===== src/rtl/pss_pkg.sv =====
// ----------------------------------------------------------------------------
// pss_pkg
// Types and constants shared by the swap sequence block, its channel
// interfaces and its checker.
// ----------------------------------------------------------------------------
package pss_pkg;

    // Width of a node id and of a position in a result item
    localparam int NODE_W      = 6;
    // Number of distinct node ids (depth of the position table)
    localparam int NODE_CNT    = 64;
    // Results per run are capped; the last one is flagged
    localparam int MAX_RESULTS = 63;
    localparam int RES_CNT_W   = 6;

    // Sequencer states
    typedef enum logic [2:0] {
        S_LOAD,   // take tour elements
        S_POS,    // read target and working entry at position i
        S_CMP,    // compare the two entries, skip matching positions
        S_LOOK,   // position table answers, read working entry at k
        S_SWAP,   // emit swap, exchange entries
        S_FIX0,   // position 0 swapped: copy entry 0 to the closing slot
        S_TEST,   // re-check position i after a swap
        S_FLUSH   // hand out the held result flagged as last
    } t_state;

endpackage


===== src/rtl/pss_if.sv =====
// ----------------------------------------------------------------------------
// pss_in_if / pss_out_if
// Valid/ready channels of the swap sequence block: tour elements in,
// swap results out.
// ----------------------------------------------------------------------------

// Input channel: one tour element per item
interface pss_in_if import pss_pkg::*; ();
    logic              valid;
    logic              ready;
    logic [NODE_W-1:0] target_node;
    logic [NODE_W-1:0] current_node;
    logic              last_element;

    modport source (output valid, target_node, current_node, last_element,
                    input ready);
    modport sink   (input valid, target_node, current_node, last_element,
                    output ready);
endinterface

// Output channel: one swap result per item
interface pss_out_if import pss_pkg::*; ();
    logic              valid;
    logic              ready;
    logic [NODE_W-1:0] swap_first;
    logic [NODE_W-1:0] swap_second;
    logic              is_swap;
    logic              last_swap;

    modport source (output valid, swap_first, swap_second, is_swap, last_swap,
                    input ready);
    modport sink   (input valid, swap_first, swap_second, is_swap, last_swap,
                    output ready);
endinterface


===== src/rtl/permutation_swap_sequence.sv =====
// Operation: loading stores each element as it arrives. After the last element the
//   run opens, compares each position, makes each swap through the lookup, swap and
//   re-check steps (plus a fix step at position 0), reopens after a swapped position, closes.
// Throughput: one element per cycle while loading; a run does at most one read
//   and one write of the working tour memory per cycle; output stalls hold a run.
// Reset: synchronous, active low; clears sequencer, counts, node mask, out valid.
// ----------------------------------------------------------------------------
// permutation_swap_sequence
// Loads a target tour and a current tour, then emits the swap sequence that
// turns the current tour into the target, one swap per item (empty marker if equal).
// ----------------------------------------------------------------------------
module permutation_swap_sequence import pss_pkg::*; #(
    parameter int TOUR_LEN = 64
) (
    input  logic      i_clk,
    input  logic      i_rst_n,
    pss_in_if.sink    i_in,
    pss_out_if.source o_out
);

    localparam int IDX_W = $clog2(TOUR_LEN);
    localparam int CNT_W = $clog2(TOUR_LEN + 1);

    // Memories and their registered read data
    logic [NODE_W-1:0] r_tgt_mem  [TOUR_LEN];
    logic [NODE_W-1:0] r_work_mem [TOUR_LEN];
    logic [IDX_W-1:0]  r_pos_mem  [NODE_CNT];
    logic [NODE_W-1:0] r_tgt_q;
    logic [NODE_W-1:0] r_work_q;
    logic [IDX_W-1:0]  r_pos_q;

    // Memory controls
    logic              tgt_we;
    logic [IDX_W-1:0]  tgt_ra;
    logic              work_we;
    logic [IDX_W-1:0]  work_wa;
    logic [NODE_W-1:0] work_wd;
    logic [IDX_W-1:0]  work_ra;
    logic              pos_we;
    logic [NODE_W-1:0] pos_ra;

    // Sequencer state
    t_state               r_state, n_state;
    logic [CNT_W-1:0]     r_lc, n_lc;
    logic [NODE_CNT-1:0]  r_mask, n_mask;
    logic [IDX_W-1:0]     r_i, n_i;
    logic [IDX_W-1:0]     r_k, n_k;
    logic [IDX_W-1:0]     r_lastpos, n_lastpos;
    logic [NODE_W-1:0]    r_cur, n_cur;
    logic [NODE_W-1:0]    r_tgt, n_tgt;
    logic [RES_CNT_W-1:0] r_cnt, n_cnt;
    logic                 r_pend_v, n_pend_v;
    logic [IDX_W-1:0]     r_pend_i, n_pend_i;
    logic [IDX_W-1:0]     r_pend_k, n_pend_k;

    // Output register
    logic              r_ovalid;
    logic [NODE_W-1:0] r_ofirst;
    logic [NODE_W-1:0] r_osecond;
    logic              r_ois;
    logic              r_olast;

    logic              in_ready;
    logic              out_free;
    logic              push;
    logic [NODE_W-1:0] push_first;
    logic [NODE_W-1:0] push_second;
    logic              push_is;
    logic              push_last;
    logic [IDX_W-1:0]  look_k;
    logic [NODE_W-1:0] work_k;

    assign out_free = !r_ovalid || o_out.ready;

    // Target position lookup: unknown node or out-of-range entry gives 0
    assign look_k = (r_mask[r_cur] && (r_pos_q <= r_lastpos)) ? r_pos_q : '0;

    // Entry at k; position i lives in r_cur until it is written back
    assign work_k = (r_k == r_i) ? r_cur : r_work_q;

    // Target tour memory
    always_ff @(posedge i_clk) begin
        if (tgt_we) begin
            r_tgt_mem[r_lc[IDX_W-1:0]] <= i_in.target_node;
        end
        r_tgt_q <= r_tgt_mem[tgt_ra];
    end

    // Working tour memory
    always_ff @(posedge i_clk) begin
        if (work_we) begin
            r_work_mem[work_wa] <= work_wd;
        end
        r_work_q <= r_work_mem[work_ra];
    end

    // Node -> target position table
    always_ff @(posedge i_clk) begin
        if (pos_we) begin
            r_pos_mem[i_in.target_node] <= r_lc[IDX_W-1:0];
        end
        r_pos_q <= r_pos_mem[pos_ra];
    end

    // Sequencer: next state, memory controls, result push
    always_comb begin
        n_state     = r_state;
        n_lc        = r_lc;
        n_mask      = r_mask;
        n_i         = r_i;
        n_k         = r_k;
        n_lastpos   = r_lastpos;
        n_cur       = r_cur;
        n_tgt       = r_tgt;
        n_cnt       = r_cnt;
        n_pend_v    = r_pend_v;
        n_pend_i    = r_pend_i;
        n_pend_k    = r_pend_k;
        in_ready    = 1'b0;
        tgt_we      = 1'b0;
        tgt_ra      = r_i;
        work_we     = 1'b0;
        work_wa     = r_i;
        work_wd     = r_cur;
        work_ra     = r_i;
        pos_we      = 1'b0;
        pos_ra      = r_cur;
        push        = 1'b0;
        push_first  = NODE_W'(r_pend_i);
        push_second = NODE_W'(r_pend_k);
        push_is     = 1'b1;
        push_last   = 1'b0;

        case (r_state)
            S_LOAD: begin
                in_ready = 1'b1;
                if (i_in.valid) begin
                    // store both nodes while there is room
                    if (r_lc < CNT_W'(TOUR_LEN)) begin
                        tgt_we  = 1'b1;
                        work_we = 1'b1;
                        work_wa = r_lc[IDX_W-1:0];
                        work_wd = i_in.current_node;
                        n_lc    = r_lc + 1'b1;
                    end
                    // record target position, never for the closing slot
                    if (!i_in.last_element && (r_lc < CNT_W'(TOUR_LEN - 1))) begin
                        pos_we                      = 1'b1;
                        n_mask[i_in.target_node] = 1'b1;
                    end
                    if (i_in.last_element) begin
                        n_state  = S_POS;
                        n_i      = '0;
                        n_cnt    = '0;
                        n_pend_v = 1'b0;
                        if (r_lc < CNT_W'(TOUR_LEN)) begin
                            n_lastpos = r_lc[IDX_W-1:0];
                        end else begin
                            n_lastpos = IDX_W'(TOUR_LEN - 1);
                        end
                    end
                end
            end

            S_POS: begin
                tgt_ra  = r_i;
                work_ra = r_i;
                n_state = S_CMP;
            end

            S_CMP: begin
                n_tgt = r_tgt_q;
                n_cur = r_work_q;
                if (r_tgt_q == r_work_q) begin
                    if (r_i == r_lastpos) begin
                        n_state = S_FLUSH;
                    end else begin
                        // next position read issued right away
                        n_i     = r_i + 1'b1;
                        tgt_ra  = r_i + 1'b1;
                        work_ra = r_i + 1'b1;
                    end
                end else begin
                    pos_ra  = r_work_q;
                    n_state = S_LOOK;
                end
            end

            S_LOOK: begin
                n_k     = look_k;
                work_ra = look_k;
                n_state = S_SWAP;
            end

            S_SWAP: begin
                work_ra = r_k;
                if (!r_pend_v || out_free) begin
                    // previous swap is known not to be the last one
                    push     = r_pend_v;
                    n_pend_v = 1'b1;
                    n_pend_i = r_i;
                    n_pend_k = r_k;
                    work_we  = 1'b1;
                    work_wa  = r_k;
                    work_wd  = r_cur;
                    n_cur    = work_k;
                    n_cnt    = r_cnt + 1'b1;
                    if (r_cnt == RES_CNT_W'(MAX_RESULTS - 1)) begin
                        n_state = S_FLUSH;
                    end else if (r_i == '0) begin
                        n_state = S_FIX0;
                    end else begin
                        n_state = S_TEST;
                    end
                end
            end

            S_FIX0: begin
                work_we = 1'b1;
                work_wa = r_lastpos;
                work_wd = r_cur;
                n_state = S_TEST;
            end

            S_TEST: begin
                if (r_cur != r_tgt) begin
                    pos_ra  = r_cur;
                    n_state = S_LOOK;
                end else begin
                    // position fixed: write it back and move on
                    work_we = 1'b1;
                    work_wa = r_i;
                    work_wd = r_cur;
                    if (r_i == r_lastpos) begin
                        n_state = S_FLUSH;
                    end else begin
                        n_i     = r_i + 1'b1;
                        n_state = S_POS;
                    end
                end
            end

            S_FLUSH: begin
                if (out_free) begin
                    push      = 1'b1;
                    push_last = 1'b1;
                    if (!r_pend_v) begin
                        // tours already equal: empty marker
                        push_first  = '0;
                        push_second = '0;
                        push_is     = 1'b0;
                    end
                    n_pend_v = 1'b0;
                    n_lc     = '0;
                    n_mask   = '0;
                    n_state  = S_LOAD;
                end
            end

            default: begin
                n_state = S_LOAD;
            end
        endcase
    end

    // Sequencer registers
    always_ff @(posedge i_clk) begin
        if (!i_rst_n) begin
            r_state  <= S_LOAD;
            r_lc     <= '0;
            r_mask   <= '0;
            r_cnt    <= '0;
            r_pend_v <= 1'b0;
        end else begin
            r_state  <= n_state;
            r_lc     <= n_lc;
            r_mask   <= n_mask;
            r_cnt    <= n_cnt;
            r_pend_v <= n_pend_v;
        end
        r_i       <= n_i;
        r_k       <= n_k;
        r_lastpos <= n_lastpos;
        r_cur     <= n_cur;
        r_tgt     <= n_tgt;
        r_pend_i  <= n_pend_i;
        r_pend_k  <= n_pend_k;
    end

    // Output register
    always_ff @(posedge i_clk) begin
        if (!i_rst_n) begin
            r_ovalid <= 1'b0;
        end else if (push) begin
            r_ovalid <= 1'b1;
        end else if (o_out.ready) begin
            r_ovalid <= 1'b0;
        end
        if (push) begin
            r_ofirst  <= push_first;
            r_osecond <= push_second;
            r_ois     <= push_is;
            r_olast   <= push_last;
        end
    end

    assign i_in.ready        = in_ready;
    assign o_out.valid       = r_ovalid;
    assign o_out.swap_first  = r_ofirst;
    assign o_out.swap_second = r_osecond;
    assign o_out.is_swap     = r_ois;
    assign o_out.last_swap   = r_olast;

endmodule


===== src/flat_wrapper.sv =====
// flat-port wrapper written by rule: the top's interface ports become plain ports
module permutation_swap_sequence_flat import pss_pkg::*;
#(
    parameter int TOUR_LEN = 64
)
  (i_clk, i_rst_n, i_in_valid, i_in_target_node, i_in_current_node, i_in_last_element, i_in_ready, o_out_valid, o_out_swap_first, o_out_swap_second, o_out_is_swap, o_out_last_swap, o_out_ready);
  pss_in_if i_in_i ();
  pss_out_if o_out_i ();
  input  logic i_clk;
  input  logic i_rst_n;
  input wire logic [$bits(i_in_i.valid)-1:0] i_in_valid;
  input wire logic [$bits(i_in_i.target_node)-1:0] i_in_target_node;
  input wire logic [$bits(i_in_i.current_node)-1:0] i_in_current_node;
  input wire logic [$bits(i_in_i.last_element)-1:0] i_in_last_element;
  output wire logic [$bits(i_in_i.ready)-1:0] i_in_ready;
  output wire logic [$bits(o_out_i.valid)-1:0] o_out_valid;
  output wire logic [$bits(o_out_i.swap_first)-1:0] o_out_swap_first;
  output wire logic [$bits(o_out_i.swap_second)-1:0] o_out_swap_second;
  output wire logic [$bits(o_out_i.is_swap)-1:0] o_out_is_swap;
  output wire logic [$bits(o_out_i.last_swap)-1:0] o_out_last_swap;
  input wire logic [$bits(o_out_i.ready)-1:0] o_out_ready;
  assign i_in_i.valid = i_in_valid;
  assign i_in_i.target_node = i_in_target_node;
  assign i_in_i.current_node = i_in_current_node;
  assign i_in_i.last_element = i_in_last_element;
  assign i_in_ready = i_in_i.ready;
  assign o_out_valid = o_out_i.valid;
  assign o_out_swap_first = o_out_i.swap_first;
  assign o_out_swap_second = o_out_i.swap_second;
  assign o_out_is_swap = o_out_i.is_swap;
  assign o_out_last_swap = o_out_i.last_swap;
  assign o_out_i.ready = o_out_ready;
  permutation_swap_sequence #(.TOUR_LEN(TOUR_LEN)) u_core (.i_clk(i_clk), .i_rst_n(i_rst_n), .i_in(i_in_i), .o_out(o_out_i));
endmodule

===== config.mk =====
export PLATFORM = sky130hd
export DESIGN_NAME = permutation_swap_sequence_flat
export DESIGN_NICKNAME = d
export VERILOG_FILES = /design/src/rtl/pss_pkg.sv /design/src/rtl/pss_if.sv /design/src/rtl/permutation_swap_sequence.sv /design/src/flat_wrapper.sv
export SDC_FILE = /design/constraint.sdc
export NUM_CORES = 2
export LEC_CHECK = 0
export BUFFER_PORTS_ARGS = -buffer_cell sky130_fd_sc_hd__buf_2
export CORE_AREA = 2 2 426 428
export DETAILED_ROUTE_END_ITERATION = 6
export DIE_AREA = 0 0 428 430
export GPL_ROUTABILITY_DRIVEN = 0
export SYNTH_ARGS = -nofsm -noshare
export SYNTH_HDL_FRONTEND = slang
export SYNTH_SLANG_ARGS = --single-unit

===== constraint.sdc =====
create_clock -name i_clk -period 3.9 [get_ports i_clk]
set_clock_uncertainty 0.15 [all_clocks]
set_input_delay 0.78 -clock i_clk [delete_from_list [all_inputs] [get_ports i_clk]]
set_output_delay 0.78 -clock i_clk [all_outputs]
set_load 0.005 [all_outputs]

### After elaboration in Yosys (flattened, before gate mapping)

Memory sizes are Yosys's and may differ from the RTL's. A register that Yosys moved wholly into a read port is not among the register bits.
Cells that the tools add are included.

| storage, ports and cells | value |
|---|---|
| bits in registers | 138 |
| memory bits (writable) | 1,152 |
| input bits | 17 |
| output and inout port bits | 16 |
| memories kept | 3 |

| cells by class | value |
|---|---|
| add/sub/neg operators | 3 |
| $lt $le $gt $ge | 6 |
| eq/ne operators | 21 |
| muxes and demuxes | 79 |
| bitwise operators | 1 |
| reduce and logical (&&, ||, !) cells | 26 |

Memory list:

| name | words | width | read ports | clocked after Yosys merged registers in | write ports | line | text |
|---|---|---|---|---|---|---|---|
| u_core.r_pos_mem | 64 | 6 | 1 | 1 | 1 | permutation_swap_sequence.sv:27 | `logic [IDX_W-1:0] r_pos_mem [NODE_CNT];` |
| u_core.r_tgt_mem | 64 | 6 | 1 | 1 | 1 | permutation_swap_sequence.sv:25 | `logic [NODE_W-1:0] r_tgt_mem [TOUR_LEN];` |
| u_core.r_work_mem | 64 | 6 | 1 | 1 | 1 | permutation_swap_sequence.sv:26 | `logic [NODE_W-1:0] r_work_mem [TOUR_LEN];` |

Operator list:

| cell | count |
|---|---|
| $mux W64 | 3 |
| $mux W6 | 24 |
| $pmux W64 S2 | 1 |
| $or A64 B64 Y64 | 1 |
| $pmux W6 S3 | 3 |
| $mux W3 | 9 |
| $mux W1 | 26 |
| $pmux W3 S8 | 1 |
| $pmux W6 S2 | 2 |
| $mux W7 | 3 |
| $eq A6 B6 Y1 | 3 |
| $reduce_and A4 Y1 | 4 |
| $lt A6 B7 Y1 const B | 2 |
| $pmux W7 S2 | 1 |
| $add A6 B1 Y6 const B | 2 |
| $eq A3 B3 Y1 const B | 4 |
| $reduce_and A5 Y1 | 2 |
| $ne A2 B1 Y1 const B | 4 |
| $ne A2 B2 Y1 const B | 4 |
| $reduce_bool A2 Y1 | 4 |
| $add A7 B1 Y7 const B | 1 |
| $lt A7 B6 Y1 const B | 1 |
| $lt A7 B7 Y1 const B | 1 |
| $bmux W1 S6 | 1 |
| other kinds (20) | 29 |

### Longest topological paths before layout

| logic depth | value |
|---|---|
| depth after elaboration | 8 |
| mapped depth | 17 |
| depth with buffers taken out | 13 |

### Worst setup path before layout

No wires, ideal clock.

| timing path | value |
|---|---|
| kind | input -> register |
| start | input port o_out_ready |
| end | memory u_core.r_work_mem[29][0] (enable) |
| library setup time | 350 ps |
| data arrival time | 3,200 ps |
| data required time | 3,400 ps |
| setup slack | 200 ps |
| stages | 10 |
| cell sequence | nor2b_1 -> nand3_1 -> nand3_1 -> nor2_2 -> a221oi_1 -> a31oi_1 -> nor2_1 -> or2_2 -> nand2b_1 -> nor2_1 |

| between the ends | value |
|---|---|
| longest elaborated chain between the ends | 6 |
| elaborated cells on any way between the ends | 8 |
| classes of those cells | mux (6); reduce/logical (2) |

Ends and longest elaborated chain:

| element | line | text |
|---|---|---|
| from (decl) | flat_wrapper.sv:21 | `input wire logic [$bits(o_out_i.ready)-1:0] o_out_ready;` |
| $logic_or A1 B1 Y1 * | permutation_swap_sequence.sv:73 | `assign out_free = !r_ovalid \|\| o_out.ready;` |
| $logic_or A1 B1 Y1 * | permutation_swap_sequence.sv:197 | `if (!r_pend_v \|\| out_free) begin` |
| $mux W1 | permutation_swap_sequence.sv:197 |  |
| $pmux W1 S4 | permutation_swap_sequence.sv:134 | `case (r_state)` |
| $mux W1 | permutation_swap_sequence.sv:91 | `if (work_we) begin` |
| $mux W1 (not written as such) | permutation_swap_sequence.sv:92 | `r_work_mem[work_wa] <= work_wd;` |
| to (decl) | permutation_swap_sequence.sv:26 |  |

Every way passes the cells marked *; elsewhere a longest branch is shown, timed or not.

### Worst setup path in the final report

| timing path | value |
|---|---|
| start | register u_core.r_cur[0] |
| end | register u_core.r_work_q[5], read port of u_core.r_work_mem |

| between the ends | value |
|---|---|
| longest elaborated chain between the ends | 5 |

Ends and longest elaborated chain:

| element | line | text |
|---|---|---|
| from (decl) | permutation_swap_sequence.sv:49 | `logic [NODE_W-1:0] r_cur, n_cur;` |
| from (signal assigned) | permutation_swap_sequence.sv:284 | `r_cur <= n_cur;` |
| $bmux W1 S6 | permutation_swap_sequence.sv:76 | `assign look_k = (r_mask[r_cur] && (r_pos_q <= r_lastpos)) ? r_pos_q : '0;` |
| $mux W1 (not written as such) | permutation_swap_sequence.sv:76 |  |
| $logic_and A1 B1 Y1 | permutation_swap_sequence.sv:76 |  |
| $mux W6 | permutation_swap_sequence.sv:76 |  |
| $pmux W6 S3 | permutation_swap_sequence.sv:134 |  |
| to (decl) | permutation_swap_sequence.sv:29 | `logic [NODE_W-1:0] r_work_q;` |

Every way passes these cells. The select of a mux whose other input is x is not followed.
A chain may end at the register's enable or synchronous reset.

==> insert_results.sql <==
INSERT INTO impl_metrics (metric_group, metric, value, unit) VALUES
('final_layout', 'design.final.nets', '3658', ''),
('final_layout', 'regArea', '0.03829', 'mm²'),
('grt', 'first_global_vias', '31230', ''),
('floorplan', 'die_height', '430', 'µm'),
('routing', 'detail-route-antenna-nets', '0', ''),
('final_layout', 'multi_input_area', '0.01446', 'mm²'),
('routing', 'num_vias', '31430', ''),
('sta', 'report.final.setup_viol', '0', ''),
('power_and_ir_drop', 'static_leakage', '21.39', 'nW'),
('hold_path', 'worst_hold_startpoint', 'i_rst_n', ''),
('final_layout', 'n_fill_cell', '16900', ''),
('sta', 'timing.hold.ws', '196.9', 'ps'),
('synth', 'synth-seq-area-share', '0.7162', ''),
('synth', 'synth_nets', '3322', ''),
('sta', 'period_minus_slack', '3874', 'ps'),
('synth', 'synth_area', '0.05344', 'mm²'),
('synth', 'syn_inst', '3294', ''),
('cts', 'tritoncts_num_sinks', '1308', ''),
('synth', 'synth_async_sr_flop_share', '0', ''),
('grt', 'grt_first_pass_wirelength', '204100', 'µm'),
('synth', 'synth-main-ff-cell', 'edfxtp_1', ''),
('setup_path', 'reg2reg_from', 'u_core.r_cur[0]', ''),
('run_status', 'run_status', 'complete, no violations', ''),
('grt', 'grt.overflow.total', '0', ''),
('run', 'timing.max_cap.violations', '0', ''),
('grt', 'antenna_found_initial', '2', ''),
('cts', 'cts-hold-fix-buffers', '0', ''),
('cts', 'cts_buffers', '137', ''),
('routing', 'drt_first_iter_violations', '3490', ''),
('cts', 'clk_latency', '790', 'ps'),
('sta', 'fin_crit_sh', '0.9933', ''),
('routing', 'drt_wl_total', '137000', 'µm'),
('setup_path', 'timing.critical_path.fanout_max', '38', ''),
('sta', 'worst_slack', '26.04', 'ps'),
('synth', 'total_of_flip_flops_plus_latches_after_synthesis', '1308', ''),
('grt', 'track_usage', '0.1450', ''),
('setup_path', 'critPathLaunch', 'u_core.r_cur[0]', ''),
('grt', 'pin_count_of_the_biggest_net_entering_global_routing', '75', ''),
('setup_path', 'arrival', '4430', 'ps'),
('sta', 'maxClockFrequency', '258.1', 'MHz'),
('setup_path', 'crit_path_max_incr_delay', '500', 'ps'),
('final_layout', 'post_layout_nonfiller_instances', '6113', ''),
('floorplan', 'initial_utilization', '0.2973', ''),
('final_layout', 'area_delta_synth_final', '20.06', '%'),
('routing', 'post_drt_via_cell_ratio', '5.141', ''),
('setup_path', 'slowest_stage', 'mux4_2', ''),
('sta', 'finalMaxSlewViolations', '0', ''),
('sta', 'hold_viol_final', '0', ''),
('setup_path', 'critical_path_endpoint_category', 'flop', ''),
('sta', 'slew_headroom', '0.3499', ''),
('setup_path', 'critPathRequiredTime', '4450', 'ps'),
('hold_path', 'hold_path_class', 'in2reg', ''),
('placed_design', 'port-buffer-count', '32', ''),
('setup_path', 'worst_setup_path_start_kind', 'flop', ''),
('routing', 'route.detailed.wl_per_inst', '22.42', 'µm'),
('placed_design', 'placed_cells_incl_taps', '5840', ''),
('cts', 'clock_tree.buffer_depth', '3', ''),
('sta', 'worstMarginPinSlew', '975.2', 'ps'),
('routing', 'drcViolationCount', '0', ''),
('power_and_ir_drop', 'maximum_ir_drop_on_the_vdd_rail', '635.5', 'µV'),
('cts', 'cts_max_level', '4', ''),
('setup_path', 'crit_path_cell_trace', 'buf_4 > buf_12 > mux4_2 > nand3b_1 > a41o_1 > nand4b_1 > buf_4 > buf_12 > nand4_4 > buf_6 > bufbuf_16 > nand3_1 > a32oi_1 > a31oi_1 > a31oi_1 > and4_1', ''),
('setup_path', 'worst_setup_path_class', 'reg2reg', ''),
('routing', 'drt-pass1-iter-count', '6', ''),
('final_layout', 'drive_above_1_share', '0.2506', ''),
('synth', 'synth.yosys.warnings', '0', ''),
('final_layout', 'antenna_cells', '0', ''),
('cts', 'worst_setup_hold_path_clk_slew', '60', 'ps'),
('setup_path', 'setup.reg_to_reg.worst_slack', '30', 'ps'),
('placed_design', 'detailedPlacementHpwl', '84870', 'µm'),
('floorplan', 'io-pin-count', '33', ''),
('cts', 'tritoncts', 'done', ''),
('power_and_ir_drop', 'power.density_cell_area', '725.0', 'mW/mm²'),
('floorplan', 'die_w', '428', 'µm'),
('floorplan', 'row_count', '156', ''),
('synth', 'number_of_enable_flip_flop_cells_after_synthesis', '1208', ''),
('cts', 'cts-root-buf', 'clkbuf_16', ''),
('placed_design', 'placement.setup.worst_slack', '-308.8', 'ps'),
('synth', 'synth_area_per_cell', '16.22', 'µm²'),
('floorplan', 'design.die.area', '0.1840', 'mm²'),
('floorplan', 'design.core.area', '0.1798', 'mm²'),
('synth', 'ys_types', '84', '');
-- synthesized netlist by cell type (11+ instances only) --
cell type	instances	area share
edfxtp_1	1208	0.68
nor2_1	319	0.022
nand2_1	258	0.018
mux4_2	223	0.094
clkbuf_1	124	0.0087
and3_1	109	0.013
dfxtp_1	100	0.037
a21oi_1	89	0.0083
a211oi_1	74	0.010
a31oi_1	74	0.0087
buf_2	61	0.0057
a311o_1	55	0.010
nand3_1	54	0.0051
a2111o_1	48	0.010
o21ai_0	48	0.0045
inv_1	29	0.0020
nor2b_1	26	0.0030
mux2i_1	25	0.0047
nand4_1	25	0.0029
a22oi_1	23	0.0032
o31ai_1	23	0.0032
xor2_1	23	0.0038
and2_1	20	0.0023
a32oi_1	18	0.0029
xnor2_1	18	0.0029
buf_4	15	0.0021
o221ai_1	15	0.0025
nor3_1	13	0.0012
nand3b_1	12	0.0017
ha_1	11	0.0026
-- worst paths after layout --
| kind | endpoint | depth (start not counted) |
|---|---|---|
| max | u_core.r_work_q[5] | 16 |
| min | u_core.o_out.valid | 2 |
| max reg2reg | u_core.r_work_q[5] | 16 |
| min reg2reg | u_core.r_mask[14] | 2 |
-- worst max-delay path, delay by kind of cell (launching register included) --
family	cells	cell delay, ps
AND/OR/NAND/NOR	5	760
multiplexers	1	500
AO/OA/AOI/OAI	4	960
buffers and inverters	6	1060
flip-flops	1	360
-- metrics by stage --
stage | area [µm²] | utilization | total power, W | TNS (ps)
CTS | 63750 | 0.3547 | 0.04614 | -11.38
global placement | 58910 | 0.3277 | 0.03246 | -1514
floorplan | 53440 | - | 0.02605 | 0
global route | 64170 | 0.3569 | 0.04834 | -59.17
detailed placement | 58910 | 0.3277 | 0.03252 | -1325
finish | 64170 | 0.3569 | 0.04652 | 0
-- timing repair --
item / in CTS / in global routing
cloned: 2 / 5
pin swaps: 3 / 11
endpoints found under the setup margin: 6 / 102
buffers inserted: 7 / 7
hold endpoints to repair: 0 / 0
gates resized for setup: 19 / 53
-- final cells by class --
class | count | share of cell area
repair buffers | 413 | 0.05817
clock buffers | 168 | 0.05637
inverters | 32 | 0.001872
well taps | 2370 | 0.04621
clock inverters | 84 | 0.01542
flip-flops and latches | 1308 | 0.5967
multi-input cells | 1738 | 0.2253
-- layer usage --
layer | vias to the layer above | part of all wire | GRT usage | wire (µm)
met5 | - | 0.00018 | 0 | 24
met4 | 4 | 0.023 | 0.04133 | 3085
met3 | 204 | 0.065 | 0.02404 | 8868
met2 | 1177 | 0.48 | 0.2319 | 65170
met1 | 16220 | 0.44 | 0.2033 | 59870
li1 | 13820 | - | - | -
-- logic make-up after synthesis --
group | Yosys count | synth area share
xor gates and xnor gates | 41 | 0.006719
buffers and inverters | 248 | 0.02074
adders and majority gates | 11 | 0.002575
muxes | 251 | 0.09971
DFF | 1308 | 0.7162
AOI/OAI and AO/OA | 534 | 0.07485
and+or+nand+nor | 901 | 0.07920
-- power by group --
part,internal [W],total (W),switching (W)
Clock,0.00770,0.0133,0.00563
Combinational,0.00662,0.0163,0.00966
Sequential,0.0165,0.0169,0.000405
-- state kept, by name, indices dropped and copies added (netlist names), 7 cells and up --
| signal | cells |
|---|---|
| u_core.r_pos_mem | 384 |
| u_core.r_tgt_mem | 384 |
| u_core.r_work_mem | 384 |
| u_core.r_mask | 64 |
| u_core.r_lc | 7 |
-- placed cells by master, fill, tap and decap left out, types with 10 or more instances in the layout --
cell       count
clkbuf_16    144
a31oi_1       62
o21ai_0       46
inv_1         29
buf_12        40
a22oi_1       23
buf_4        326
edfxtp_1    1208
a21oi_1       88
buf_2         32
nor3_1        13
and2_1        19
nand3b_1      12
a2111o_1      48
dfxtp_1       92
clkinv_1      28
xor2_1        23
clkinv_2      23
bufinv_16     15
nand2_2       10
nor2b_1       26
nand3_1       51
clkbuf_1      26
o221ai_1      15
mux4_2       223
a211oi_1      66
ha_1          11
nand2_1      249
mux2i_1       21
nor2_1       317
a311o_1       55
nand4_1       25
o31ai_1       22
xnor2_1       15
and3_1       109
a32oi_1       17
nand2b_1      10
No activity file was read; power rests on OpenSTA's default activity.
